**src/design/dvhm_pkg.sv**
```systemverilog
// Shared types and constants for the distinct value histogram block.
// No dependencies; imported by every module of the block.
package dvhm_pkg;

  // Occurrence counters are 16 bits and saturate
  localparam int unsigned COUNT_W = 16;
  localparam logic [COUNT_W-1:0] COUNT_MAX = {COUNT_W{1'b1}};

  // Control from the sequencer to the mode tracker
  typedef struct packed {
    logic clear;   // start of a set: forget the mode
    logic update;  // offer a new (slot, count, key) candidate
  } dvhm_mode_ctl_t;

endpackage

```
**src/design/dvhm_mode.sv**
```systemverilog
// Running mode tracker: slot, count and key of the most frequent entry.
// Ties keep the lowest slot; uses dvhm_pkg.
module dvhm_mode #(
  parameter int unsigned TABLE_DEPTH = 1024,
  parameter int unsigned VALUE_BITS  = 32
) (
  input  logic                             clk_i,
  input  logic                             rst_ni,
  input  dvhm_pkg::dvhm_mode_ctl_t         ctl_i,
  input  logic [$clog2(TABLE_DEPTH)-1:0]   slot_i,
  input  logic [dvhm_pkg::COUNT_W-1:0]     cnt_i,
  input  logic [VALUE_BITS-1:0]            key_i,
  output logic [dvhm_pkg::COUNT_W-1:0]     mode_hits_o,
  output logic [VALUE_BITS-1:0]            mode_key_o
);
  import dvhm_pkg::*;

  localparam int unsigned IDX_W = $clog2(TABLE_DEPTH);

  logic [IDX_W-1:0]      slot_q, slot_d;
  logic [COUNT_W-1:0]    hits_q, hits_d;
  logic [VALUE_BITS-1:0] key_q, key_d;
  logic                  take;

  // Strictly more hits, or equal hits at a lower slot
  assign take = (cnt_i > hits_q) || ((cnt_i == hits_q) && (slot_i < slot_q));

  always_comb begin
    slot_d = slot_q;
    hits_d = hits_q;
    key_d  = key_q;
    if (ctl_i.clear) begin
      slot_d = '0;
      hits_d = '0;
    end else if (ctl_i.update && take) begin
      slot_d = slot_i;
      hits_d = cnt_i;
      key_d  = key_i;
    end
  end

  always_ff @(posedge clk_i or negedge rst_ni) begin
    if (!rst_ni) begin
      slot_q <= '0;
      hits_q <= '0;
    end else begin
      slot_q <= slot_d;
      hits_q <= hits_d;
    end
  end

  // Key of the mode entry; payload, no reset
  always_ff @(posedge clk_i) begin
    key_q <= key_d;
  end

  assign mode_hits_o = hits_q;
  assign mode_key_o  = key_q;

endmodule

```
**config.mk**
```make
export PLATFORM = sky130hd
export DESIGN_NAME = dvhm_mode
export DESIGN_NICKNAME = d
export VERILOG_FILES = /design/src/design/dvhm_pkg.sv /design/src/design/dvhm_mode.sv
export SDC_FILE = /design/constraint.sdc
export NUM_CORES = 1
export LEC_CHECK = 0
export BUFFER_PORTS_ARGS = -buffer_cell sky130_fd_sc_hd__buf_2
export CORE_MARGIN = 2
export CORE_UTILIZATION = 45
export CTS_CLUSTER_SIZE = 25
export DETAILED_ROUTE_END_ITERATION = 7
export PLACE_DENSITY = 0.85
export RECOVER_POWER = 100
export SLEW_MARGIN = 25
export SYNTH_ARGS = -nofsm -noshare
export SYNTH_HDL_FRONTEND = slang
export SYNTH_SLANG_ARGS = --single-unit
```
**constraint.sdc**
```tcl
create_clock -name clk_i -period 10.55 [get_ports clk_i]
set_input_delay 2.11 -clock clk_i [delete_from_list [all_inputs] [get_ports clk_i]]
set_output_delay 2.11 -clock clk_i [all_outputs]
set_load 0.05 [all_outputs]
```
* Yosys cells after proc, flatten, opt, wreduce, memory -nomap -nowiden
Index checks and enable logic that the tools add are counted.
Storage, ports and cells: input bits 62, flip-flop bits (word level) 58, output and inout port bits 48
Cells by class: equal/unequal tests 1, bitwise logic cells 1, reduce and logical (&&, ||, !) cells 5, muxes and demuxes 4, $lt $le $gt $ge 2
Operators with widths (count):
- 16-bit two-way mux | 2
- 10-bit two-way mux | 2
- 16-bit equality test | 1
- 16-bit greater-than comparator | 1
- 10-bit < comparator | 1
- 1-bit logical AND | 2
- 2-bit AND reduction | 1
- 2-bit nonzero test | 1
- 1-bit logical OR | 1
- 1-bit inverter | 1

* Longest topological paths before layout
Gate-level depths: netlist of the first run.
word-level depth 6, mapped depth 10

* Worst setup path before layout of the first run
Ideal clock, no wire load.
kind input port to flip-flop, start input port cnt_i[0] (netlist name), end register key_q[0] (netlist: mode_key_o[0]) (enable), path slack 4.990 ns, arrival 5.136 ns, cell stages on the path 9, setup time 0.425 ns, buffers on the path 1, cell sequence inv_1 > ha_1 > nand2b_1 > a2111oi_1 > or4_1 > a211oi_1 > o311a_1 > buf_6 > nor2b_1
On the way: longest elaborated chain between the ends 5, elaborated cells on any way between the ends 6, classes of those cells 1 x order compare; 1 x eq/ne; 4 x reduce/logical
Ends and longest elaborated chain:
- from (decl) | RTL line dvhm_mode.sv:11 | input logic [dvhm_pkg::COUNT_W-1:0] cnt_i,
- parallel branches: the longest is 2 deep, another holds 16-bit greater-than comparator
- 1-bit logical OR * | RTL line dvhm_mode.sv:26 | assign take = (cnt_i > hits_q) || ((cnt_i == hits_q) && (slot_i < slot_q));
- 1-bit logical AND * | RTL line dvhm_mode.sv:35 | end else if (ctl_i.update && take) begin
- 2-bit AND reduction (no source line) *
- to (signal assigned) | RTL line dvhm_mode.sv:54 | key_q <= key_d;
- to (decl) | RTL line dvhm_mode.sv:22 | logic [VALUE_BITS-1:0] key_q, key_d;
Every way passes the cells marked *. A chain may end at the register's enable or synchronous reset.

* Final worst setup path of the first run
start input port cnt_i[0] (netlist name), end register hits_q[1] (netlist: mode_hits_o[1])
On the way: longest elaborated chain between the ends 5, elaborated cells on any way between the ends 6, classes of those cells 1 x order compare; 1 x eq/ne; 4 x reduce/logical
Ends and longest elaborated chain:
- parallel branches: the longest is 2 deep, another holds 16-bit greater-than comparator
- 1-bit logical OR * | RTL line dvhm_mode.sv:26
- 1-bit logical AND * | RTL line dvhm_mode.sv:35
- 2-bit nonzero test (no source line) *
- to (signal assigned) | RTL line dvhm_mode.sv:48 | hits_q <= hits_d;
- to (decl) | RTL line dvhm_mode.sv:21 | logic [COUNT_W-1:0] hits_q, hits_d;
Marks and branches as above.

==> results of run 1 <==
==> critical path: cells and delay by family <==
family	cells	cell delay, ps
mux	1	240
simple gates	2	620
buf+inv	3	1490
compound gates	3	540
fa+ha+maj	1	280
==> layer usage <==
layer	vias to the layer above	wire length (microns)
met1	967	2710
li1	1037	-
met5	-	0
met2	94	2620
met4	0	85
met3	9	598
==> registers in the layout (all words and copies together) (netlist names) <==
name,count
slot_q,10
mode_hits_o,16
mode_key_o,32
==> path summary, 6_finish.rpt <==
check / end / cells past startpoint
setup / recovery: mode_hits_o[1] / 10
hold / removal: slot_q[6] / 2
setup reg to reg: mode_hits_o[1] / 8
hold reg to reg: slot_q[6] / 2
max in group asynchronous: mode_hits_o[11] / 1
min in group asynchronous: mode_hits_o[2] / 1
==> cell type report <==
cell class,instances,area (sq um)
Clock inverter,5,30.0
Multi-Input combinational cell,143,1120
Tap cell,77,96.3
Timing Repair Buffer,111,492
Inverter,25,93.8
Sequential cell,58,1610
Fill cell,589,2690
Clock buffer,11,141
==> cells by family (layout without fill, tap and decap cells) <==
family          count (synthesis)  count (layout)  share of synthesized area, %
mux                            26              26                          8.97
compound gates                 20              20                          4.31
simple gates                   72              72                          14.7
flops                          58              58                          55.5
fa+ha+maj                      25              25                          10.8
buf+inv                        33             152                          5.65
==> stage by stage <==
step                      cell area (sq um)  hold WS (ps)  worst slack, ps
after floorplan                        2900           514             4990
after global placement                 3490           527             6040
after detailed placement               3490           532             5990
after CTS                              3660           544             6330
after global routing                   3590           573             5030
final                                  3590           540             5380
==> layout by cell type (no fill, tap or decap), drive strengths merged <==
master / count
nand2b: 53
o21ai: 2
a21o: 2
dfrtp: 26
nor4: 1
nand3: 2
nor3: 1
clkbuf: 62
ha: 25
buf: 60
nand4: 5
nor2b: 1
o21a: 1
a2111oi: 1
clkinv: 3
mux2i: 26
nand2: 5
o311a: 1
inv: 25
clkinvlp: 2
edfxtp: 32
nor2: 3
or4: 1
a21oi: 10
a211oi: 2
o211ai: 1
==> power groups by stage <==
stage | logic, W | clock network (W) | registers, W
after floorplan | 0.0000490 | 0 | 0.000302
after global placement | 0.000115 | 0 | 0.000265
after detailed placement | 0.000118 | 0 | 0.000266
after CTS | 0.000118 | 0.000183 | 0.000262
after global routing | 0.000125 | 0.000195 | 0.000264
final | 0.000114 | 0.000177 | 0.000262
==> impl_results.md, run 1 <==
* Element type at the critical path start: primary input
* Non-Filler Instances at 430
* TritonCTS clock tree: done
* Share of layout cells above drive strength 1 at 21.2%
* Final hold viol count at 0
* Slew Limit Fails at 60
* Initial antenna violation count at 0
* TritonCTS sink count at 58
* Logic pwr share at 20.6%
* FF-to-FF Start: mode_hits_o[0]
* Switch Pwr at 0.000170 W
* Worst EP required at 10680 ps
* M3 GR Usage at 6.10%
* Detailed Route WL at 6020 microns
* Post-synth EDFFs at 32
* Top-count cell post-synth: nand2b_1
* RSZ-0062 raised after global routing: no
* Ant diodes at 0
* Total Nets Final at 435
* Max Buffers Root-to-Sink at 2
* Gr usage total at 17.6%
* Placement Rows at 29
* Gate Count Post-Synth at 234
* Seq/Total Area, Yosys at 55.5%
* Synthesized cell area at 2900 sq um
* First-pass GRT wire length at 9850 microns
* Area contributors post-synth: edfxtp_1, dfrtp_1, nand2b_1, ha_1, mux2i_1
* Crit path max-delay cell type: clkbuf_1
* Number of global-route vias before repair at 2130
* Drc violations at 0
* Max-Cap Viols at 2
* GR Util met1 at 23.2%
* Clock root cell: clkbuf_8
* GR Layer Usage met2 at 27.1%
* Lkg Pwr at 1.52 nW
* Power Internal at 0.000383 W
* Pwr dens at 154 nW/um^2
* Failing checks: capacitance limit, slew limit
* Via count at 2107
* Core area at 6280 sq um
* DR vias/cell at 4.90
* Worst-Margin Slew at 1880 ps
* Starting DRT DRC Count at 69
* FFs w/ async S/R, synth at 44.8%
* RePlAce Congestion at 0.758
* # port buffers at 109
* Die ar. at 7110 sq um
* Final Cycle Share at 49.0%
* Num CTS Buffers at 9
* Crit-path max FO at 26
* Max H-tree Level at 3
* Worst setup EP type: flop
* Die X at 84.3 microns
* Fin crit period at 5170 ps
* Wirelength per Cell at 14.0 microns
* Clk pin slew, worst setup/hold paths at 60 ps
* Net Count, Synth at 321
* Cells after DPL at 414
* Fin Setup TNS at 0 ps
* Top-area cell type share of the netlist area at 33.1%
* Synth Register Bits at 58
* Post-CTS Resized at 0
* Drt pass-1 iters at 4
* Final setup vio count at 0
* Hold Path Origin: slot_q[6]
* Clk_lat worst skew at 330 ps
* WS Path Type: primary input to flop
* Ports at 110
* Pin count of the biggest net entering global routing at 54
* Die Height at 84.3 microns
* Clock power frac at 32.0%
* Worst hold path class: flop to flop
* CP Cell Sequence: buf_2, inv_1, ha_1, nand2b_1, a2111oi_0, or4_1, a211oi_1, o311a_1, clkbuf_1, mux2i_1
* GRT Max-Usage Layer: met2
* Area grow syn2layout at 23.7%
* CTS Hold Bufs at 0
* Start point of the critical path: cnt_i[0]
* Distinct cells, synth at 25
* Register share of total power at 47.5%
* Crit path DAT at 5300 ps
* DRT antenna net count at 0
* GRT overflow at 0
* FMAX at 0.193 GHz
* Post-synth top area cell: edfxtp_1
* Slew HR at -25.5%
* Initial core utilization at 46.2%
* Most used DFF post-synth: edfxtp_1
* Average size of a mapped cell at 12.4 sq um
* Most instantiated cells after synthesis: nand2b_1, edfxtp_1, dfrtp_1, mux2i_1
* VDD IR max at 0.0788 mV
* CP max stage delay at 1360 ps
* Yosys synthesis warning count at 0
* Util after Layout at 57.2%
* Final Power at 0.000553 W
* Outcome: complete, but fails checks
* Clock Skews at 10.1 ps
* Postcts setup bufs at 0
* Internal reg-to-reg setup slack at 6860 ps
* Net Sw Frac at 30.8%
* DP HPWL at 4440 microns
Note: power is estimated with default switching activity, not from simulation.
==> inputs of run 2 (changes only) <==
Clock period 10.55 ns to 5.2 ns, I/O delays scaled along.
==> impl_results.md, run 2 (synthesis results as in run 1) <==
* Crit path max-delay cell type: or4_1
* Postcts setup bufs at 0 (unchanged)
* Max Buffers Root-to-Sink at 2 (unchanged)
* Crit-path max FO at 32 (+23%)
* Worst-Margin Slew at 1500 ps (-377 ps)
* Gr usage total at 17.4% (-0.13 points)
* Max H-tree Level at 3 (unchanged)
* Final Cycle Share at 61.1%
* RSZ-0062 raised after global routing: no
* Pwr dens at 308 nW/um^2 (+100%)
* GRT overflow at 0 (unchanged)
* Final hold viol count at 0 (unchanged)
* Clk pin slew, worst setup/hold paths at 60 ps (about the same)
* Fin crit period at 3180 ps
* DR vias/cell at 4.83 (-1.4%)
* Worst EP required at 5180 ps (-5500 ps)
* Drc violations at 0 (unchanged)
* RePlAce Congestion at 0.758 (unchanged)
* Clock Skews at 11.8 ps (+1.66 ps)
* DRT antenna net count at 0 (unchanged)
* First-pass GRT wire length at 9690 microns (-1.7%)
* Commonest non-fill, non-tap cell in the layout: buf_2
* Initial core utilization at 46.2% (unchanged)
* Initial antenna violation count at 0 (unchanged)
* Failing checks: capacitance limit, slew limit
* FF-to-FF Start: mode_hits_o[0]
* Hold Path Origin: slot_q[6]
* Register Area at 1610 sq um (unchanged)
* Max-Cap Viols at 1 (-1)
* Num CTS Buffers at 9 (unchanged)
* Via count at 2078 (-1.4%)
* Area grow syn2layout at 23.6% (about the same)
* Die Height at 84.3 microns (unchanged)
* TritonCTS clock tree: done
* Slew HR at -0.316% (+25 points)
* CP Cell Sequence: clkbuf_1, inv_1, ha_1, nand2b_1, a2111oi_0, or4_1, a211oi_1, o311a_1, nor2b_1, buf_4
* Cells after DPL at 414 (unchanged)
* Detailed Route WL at 5980 microns (-0.60%)
* Max FFs per register at 32 (unchanged)
* Ports at 110 (unchanged)
* # port buffers at 109 (unchanged)
* Worst hold path class: flop to flop
* Element type at the critical path start: primary input
* Post-CTS Resized at 0 (unchanged)
* CP max stage delay at 510 ps (-850 ps)
* Fin Setup TNS at 0 ps (unchanged)
* Most frequent cells in the layout: buf_2, nand2b_1, clkbuf_1, edfxtp_1
* Total Nets Final at 435 (unchanged)
* Drt pass-1 iters at 4 (unchanged)
* Min setup slack post-route at 2020 ps (-3360 ps)
* Final setup vio count at 0 (unchanged)
* Wirelength per Cell at 13.9 microns (-0.60%)
* Placement Rows at 29 (unchanged)
* Post-Place Worst Slack at 1740 ps (-4240 ps)
* TritonCTS sink count at 58 (unchanged)
* Pin count of the biggest net entering global routing at 54 (unchanged)
* Non-Filler Instances at 430 (unchanged)
* Die X at 84.3 microns (unchanged)
* Crit path DAT at 3160 ps (-2140 ps)
* Clock root cell: clkbuf_8
* Design area at 3590 sq um (about the same)
* Start point of the critical path: cnt_i[0]
* Core area at 6280 sq um (unchanged)
* Starting DRT DRC Count at 64 (-7.2%)
* VDD IR max at 0.179 mV (+130%)
* Die ar. at 7110 sq um (unchanged)
* Number of global-route vias before repair at 2137 (+0.33%)
* FMAX at 0.315 GHz
* Ant diodes at 0 (unchanged)
* Slew Limit Fails at 26 (-57%)
* Outcome: complete, but fails checks
* Worst setup EP type: flop
* CTS Hold Bufs at 0 (unchanged)
* Lkg Pwr at 1.52 nW (+0.13%)
* Fillers at 577 (-2.0%)
* Footprint of the multi-input gates at 1120 sq um (unchanged)
* Clk_lat worst skew at 330 ps (about the same)
* Share of layout cells above drive strength 1 at 21.5% (+0.28 points)
* WS Path Type: primary input to flop
* DP HPWL at 4360 microns (-1.8%)
* Dpl cell area at 3490 sq um (unchanged)
run 2: cell types whose count changed in the layout (fill, tap and decap cells not counted), sizes merged:
cell,delta
buf,+1
clkinv,+1
clkbuf,-2
run 2: final cells by class:
cell class	instances	area share [%]
clock inverter	6	0.977
tap	77	2.69
multi-input combinational	143	31.4
sequential	58	44.9
timing repair buffer	111	13.9
inverter	25	2.62
clock buffer	10	3.56
run 2: metal layers:
| metal | global-route usage (%) | part of all wire, % | vias up |
|---|---|---|---|
| met3 | 6.10 | 11 | 6 |
| met4 | 6.60 | 0.74 | 0 |
| met2 | 27.8 | 44 | 98 |
| li1 | - | - | 1038 |
| met5 | 0 | 0 | - |
| met1 | 21.9 | 44 | 936 |
run 2: worst paths after layout:
| kind | to | slack (ps) | cells after the start |
|---|---|---|---|
| worst max-delay path | mode_key_o[2] | 2020 | 10 |
| worst min-delay path | slot_q[6] | 540 | 2 |
| worst max register to register | mode_key_o[2] | 2460 | 8 |
| worst min register to register | slot_q[6] | 540 | 2 |
| max in group asynchronous | mode_hits_o[13] | 3250 | 1 |
| min in group asynchronous | mode_hits_o[2] | 1070 | 1 |
run 2: stage by stage:
step	hold slack (ps)	utilization [%]	power, W
2_1_floorplan	514	-	0.000713
3_3_place_gp	527	55.6	0.000771
3_5_place_dp	532	55.6	0.000779
4_1_cts	543	58.2	0.00113
5_1_grt	573	57.1	0.00117
6_report	542	57.1	0.00111
run 2: critical path: cells and delay by family:
family | cells | cell delay [ps]
and+or+nand+nor | 3 | 770
buffers and inverters | 3 | 530
AOI/OAI and AO/OA | 3 | 520
adders and majority gates | 1 | 290
run 2: power breakdown:
group	total, W	switching, W	leakage (nW)	internal (W)
logic	0.000230	0.000155	0.796	0.0000745
clock network	0.000344	0.000175	0.0818	0.000169
registers	0.000532	0.0000145	0.646	0.000517
total	0.00111	0.000345	1.52	0.000761
==> inputs of run 3 (changes only) <==
Settings changed: ABC_AREA set to 1.
Clock period 5.2 ns to 3.22 ns, I/O delays scaled along.
==> impl_results.md, run 3 <==
* Worst hold path class: primary input to flop
* Worst setup EP type: flop
* Slew Limit Fails at 27 (+3.8%)
* Drt pass-1 iters at 4 (unchanged)
* Average size of a mapped cell at 10.5 sq um (-15%)
* DR vias/cell at 4.93 (+2.0%)
* Max H-tree Level at 3 (unchanged)
* WS Path Type: primary input to flop
* Non-Filler Instances at 471 (+9.5%)
* Clk pin slew, worst setup/hold paths at 70 ps (about the same)
* Failing checks: capacitance limit, slew limit
* Drc violations at 0 (unchanged)
* TritonCTS clock tree: done
* Min setup slack post-route at 691 ps (-1330 ps)
* Hold Path Origin: key_i[19]
* Most instantiated cells after synthesis: nand2_1, inv_1, edfxtp_1
* Logic pwr share at 19.7% (-1.1 points)
* WHS Path Cells at 1 (-1)
* Met3 wire len at 593 microns (-10%)
* Num CTS Buffers at 9 (unchanged)
* Routed length on met1 at 2870 microns (+9.4%)
* Wirelength per Cell at 14.1 microns (+1.3%)
* Post-synth EDFFs at 32 (unchanged)
* Pwr dens at 551 nW/um^2 (+79%)
* Post-synth top area cell: edfxtp_1
* Synth Register Bits at 58 (unchanged)
* Net Count, Synth at 362 (+13%)
* FMAX at 0.395 GHz
* Placement Rows at 29 (unchanged)
* Die Height at 84.2 microns (-0.15%)
* Die X at 84.2 microns (-0.15%)
* Highest routed layer: met4
* Post-CTS Resized at 0 (unchanged)
* Ports at 110 (unchanged)
* Most frequent cells in the layout: buf_2, nand2_1, clkbuf_1, inv_1, edfxtp_1
* Fillers at 572 (-0.87%)
* Post-Place Worst Slack at 684 ps (-1060 ps)
* FF-to-FF Start: slot_q[5]
* Gr usage total at 19.0% (+1.6 points)
* # port buffers at 109 (unchanged)
* Max Buffers Root-to-Sink at 2 (unchanged)
* Detailed Route WL at 6630 microns (+11%)
* Initial core utilization at 46.1% (-0.14 points)
* DP HPWL at 4840 microns (+11%)
* Slew HR at -1.82% (-1.5 points)
* Initial antenna violation count at 0 (unchanged)
* First-pass GRT wire length at 10500 microns (+8.1%)
* Reg2reg end: mode_hits_o[0]
* Commonest non-fill, non-tap cell in the layout: buf_2
* DRT antenna net count at 0 (unchanged)
* Final setup vio count at 0 (unchanged)
* Lkg Pwr at 1.70 nW (+12%)
* Most used DFF post-synth: edfxtp_1
* Max-Cap Viols at 1 (unchanged)
* Power Internal at 0.00140 W (+84%)
* TritonCTS sink count at 58 (unchanged)
* Max FFs per register at 32 (unchanged)
* FF-to-FF path depth at 11 (+3)
* Final Cycle Share at 78.5%
* Area contributors post-synth: edfxtp_1, dfrtp_1, ha_1, nand2_1, nand4_1
* Outcome: complete, but fails checks
* Worst Hold Slack at 485 ps (-56.8 ps)
* Total Nets Final at 476 (+9.4%)
* Via count at 2321 (+12%)
* GRT overflow at 0 (unchanged)
* Fin Setup TNS at 0 ps (unchanged)
* Seq/Total Area, Yosys at 55.7% (+0.17 points)
* Clk_lat worst skew at 330 ps (about the same)
* Area grow syn2layout at 26.6%
* Clock Skews at 7.74 ps (-4.03 ps)
* Element type at the critical path start: primary input
* Cells after DPL at 455 (+9.9%)
* Worst EP required at 3480 ps (-1700 ps)
* Internal reg-to-reg setup slack at 740 ps (-1720 ps)
* Net Sw Frac at 30.5% (-0.72 points)
* Crit-path max FO at 26 (-19%)
* Met2 routed WL at 3100 microns (+17%)
* Fin crit period at 2530 ps
* Gate Count Post-Synth at 275 (+18%)
* Pin count of the biggest net entering global routing at 33 (-39%)
* Worst-Margin Slew at 1530 ps (+22.6 ps)
* Core area at 6280 sq um (unchanged)
* Ant diodes at 0 (unchanged)
* Die ar. at 7090 sq um (-0.30%)
* VDD IR max at 0.295 mV (+65%)
* Top-area cell type share of the netlist area at 33.2% (+0.10 points)
* Hold endpoint: mode_key_o[19]
* Crit path DAT at 2790 ps (-370 ps)
* Synthesized cell area at 2890 sq um (-0.30%)
* RePlAce Congestion at 0.810 (+6.8%)
* Postcts setup bufs at 0 (unchanged)
* Final Power at 0.00202 W (+82%)
* Clock root cell: clkbuf_8
* Number of global-route vias before repair at 2206 (+3.2%)
* Switch Pwr at 0.000615 W (+78%)
* Top-count cell post-synth: nand2_1
* Register share of total power at 42.6% (-5.5 points)
* Starting DRT DRC Count at 113 (+77%)
* Final hold viol count at 0 (unchanged)
* Clock power frac at 37.7% (+6.6 points)
* Share of layout cells above drive strength 1 at 25.1% (+3.6 points)
* RSZ-0062 raised after global routing: no
* FFs w/ async S/R, synth at 44.8% (unchanged)
* Yosys synthesis warning count at 0 (unchanged)
* CTS Hold Bufs at 0 (unchanged)
* Distinct cells, synth at 23 (-8.0%)
==> run 3: cell count changes after synthesis, sizes merged, moves of 4 or more <==
cell    previous run  this run
nand4              5        26
nor2               3        13
inv               25        38
mux2i             26         0
nand2              5        61
nand2b            53         0
nand3              2        30
buf                3         7
==> run 3: cells by family after synthesis <==
family                     synth area share [%]
DFF                                        55.7
and+or+nand+nor                            23.4
buffers and inverters                      7.31
AOI/OAI and AO/OA                          2.72
adders and majority gates                  10.8
==> run 3: worst max path at each step <==
stage,startpoint,end,slack (ps),cells past startpoint
final,slot_i[9],mode_hits_o[0],690,8
after global routing,mode_hits_o[7],mode_key_o[29],460,11
after CTS,mode_hits_o[15],mode_key_o[29],1010,11
after detailed placement,cnt_i[15],mode_key_o[20],680,11
after global placement,cnt_i[15],mode_key_o[8],700,11
after floorplan,mode_hits_o[15],mode_key_o[0],160,11
==> run 3: critical path: stages <==
cell     delay, ps
buf_2          110
ha_1           310
a21o_1         190
nor2_1          90
nand3_1        130
a21oi_2        960
nand4_1        210
nand2_1        140
==> run 3: final cells by class <==
type / instances / area [sq um] / area share, %
tap: 77 / 96.3 / 2.63
timing repair buffer: 114 / 519 / 14.2
inverter: 39 / 146 / 4.00
multi-input combinational: 167 / 1060 / 29.0
clock inverter: 6 / 88.8 / 2.43
clock buffer: 10 / 138 / 3.76
sequential: 58 / 1610 / 44.0
==> run 3: through the flow <==
| step | area (sq um) | util (%) |
|---|---|---|
| final | 3660 | 58.3 |
| after global routing | 3660 | 58.3 |
| after global placement | 3510 | 55.9 |
| after floorplan | 2900 | - |
| after CTS | 3740 | 59.5 |
| after detailed placement | 3510 | 55.9 |
==> run 3: power by group through the flow <==
stage | Combinational [W] | Sequential [W] | Clock (W)
6_report | 0.000397 | 0.000859 | 0.000761
5_1_grt | 0.000442 | 0.000864 | 0.000814
4_1_cts | 0.000415 | 0.000858 | 0.000775
3_5_place_dp | 0.000413 | 0.000873 | 0
3_3_place_gp | 0.000402 | 0.000871 | 0
2_1_floorplan | 0.000169 | 0.000992 | 0
==> run 3: layer usage <==
metal / up-vias / track usage (%)
met2: 101 / 31.2
met4: 0 / 6.74
met3: 8 / 5.60
li1: 1161 / -
met5: - / 0
met1: 1051 / 24.0
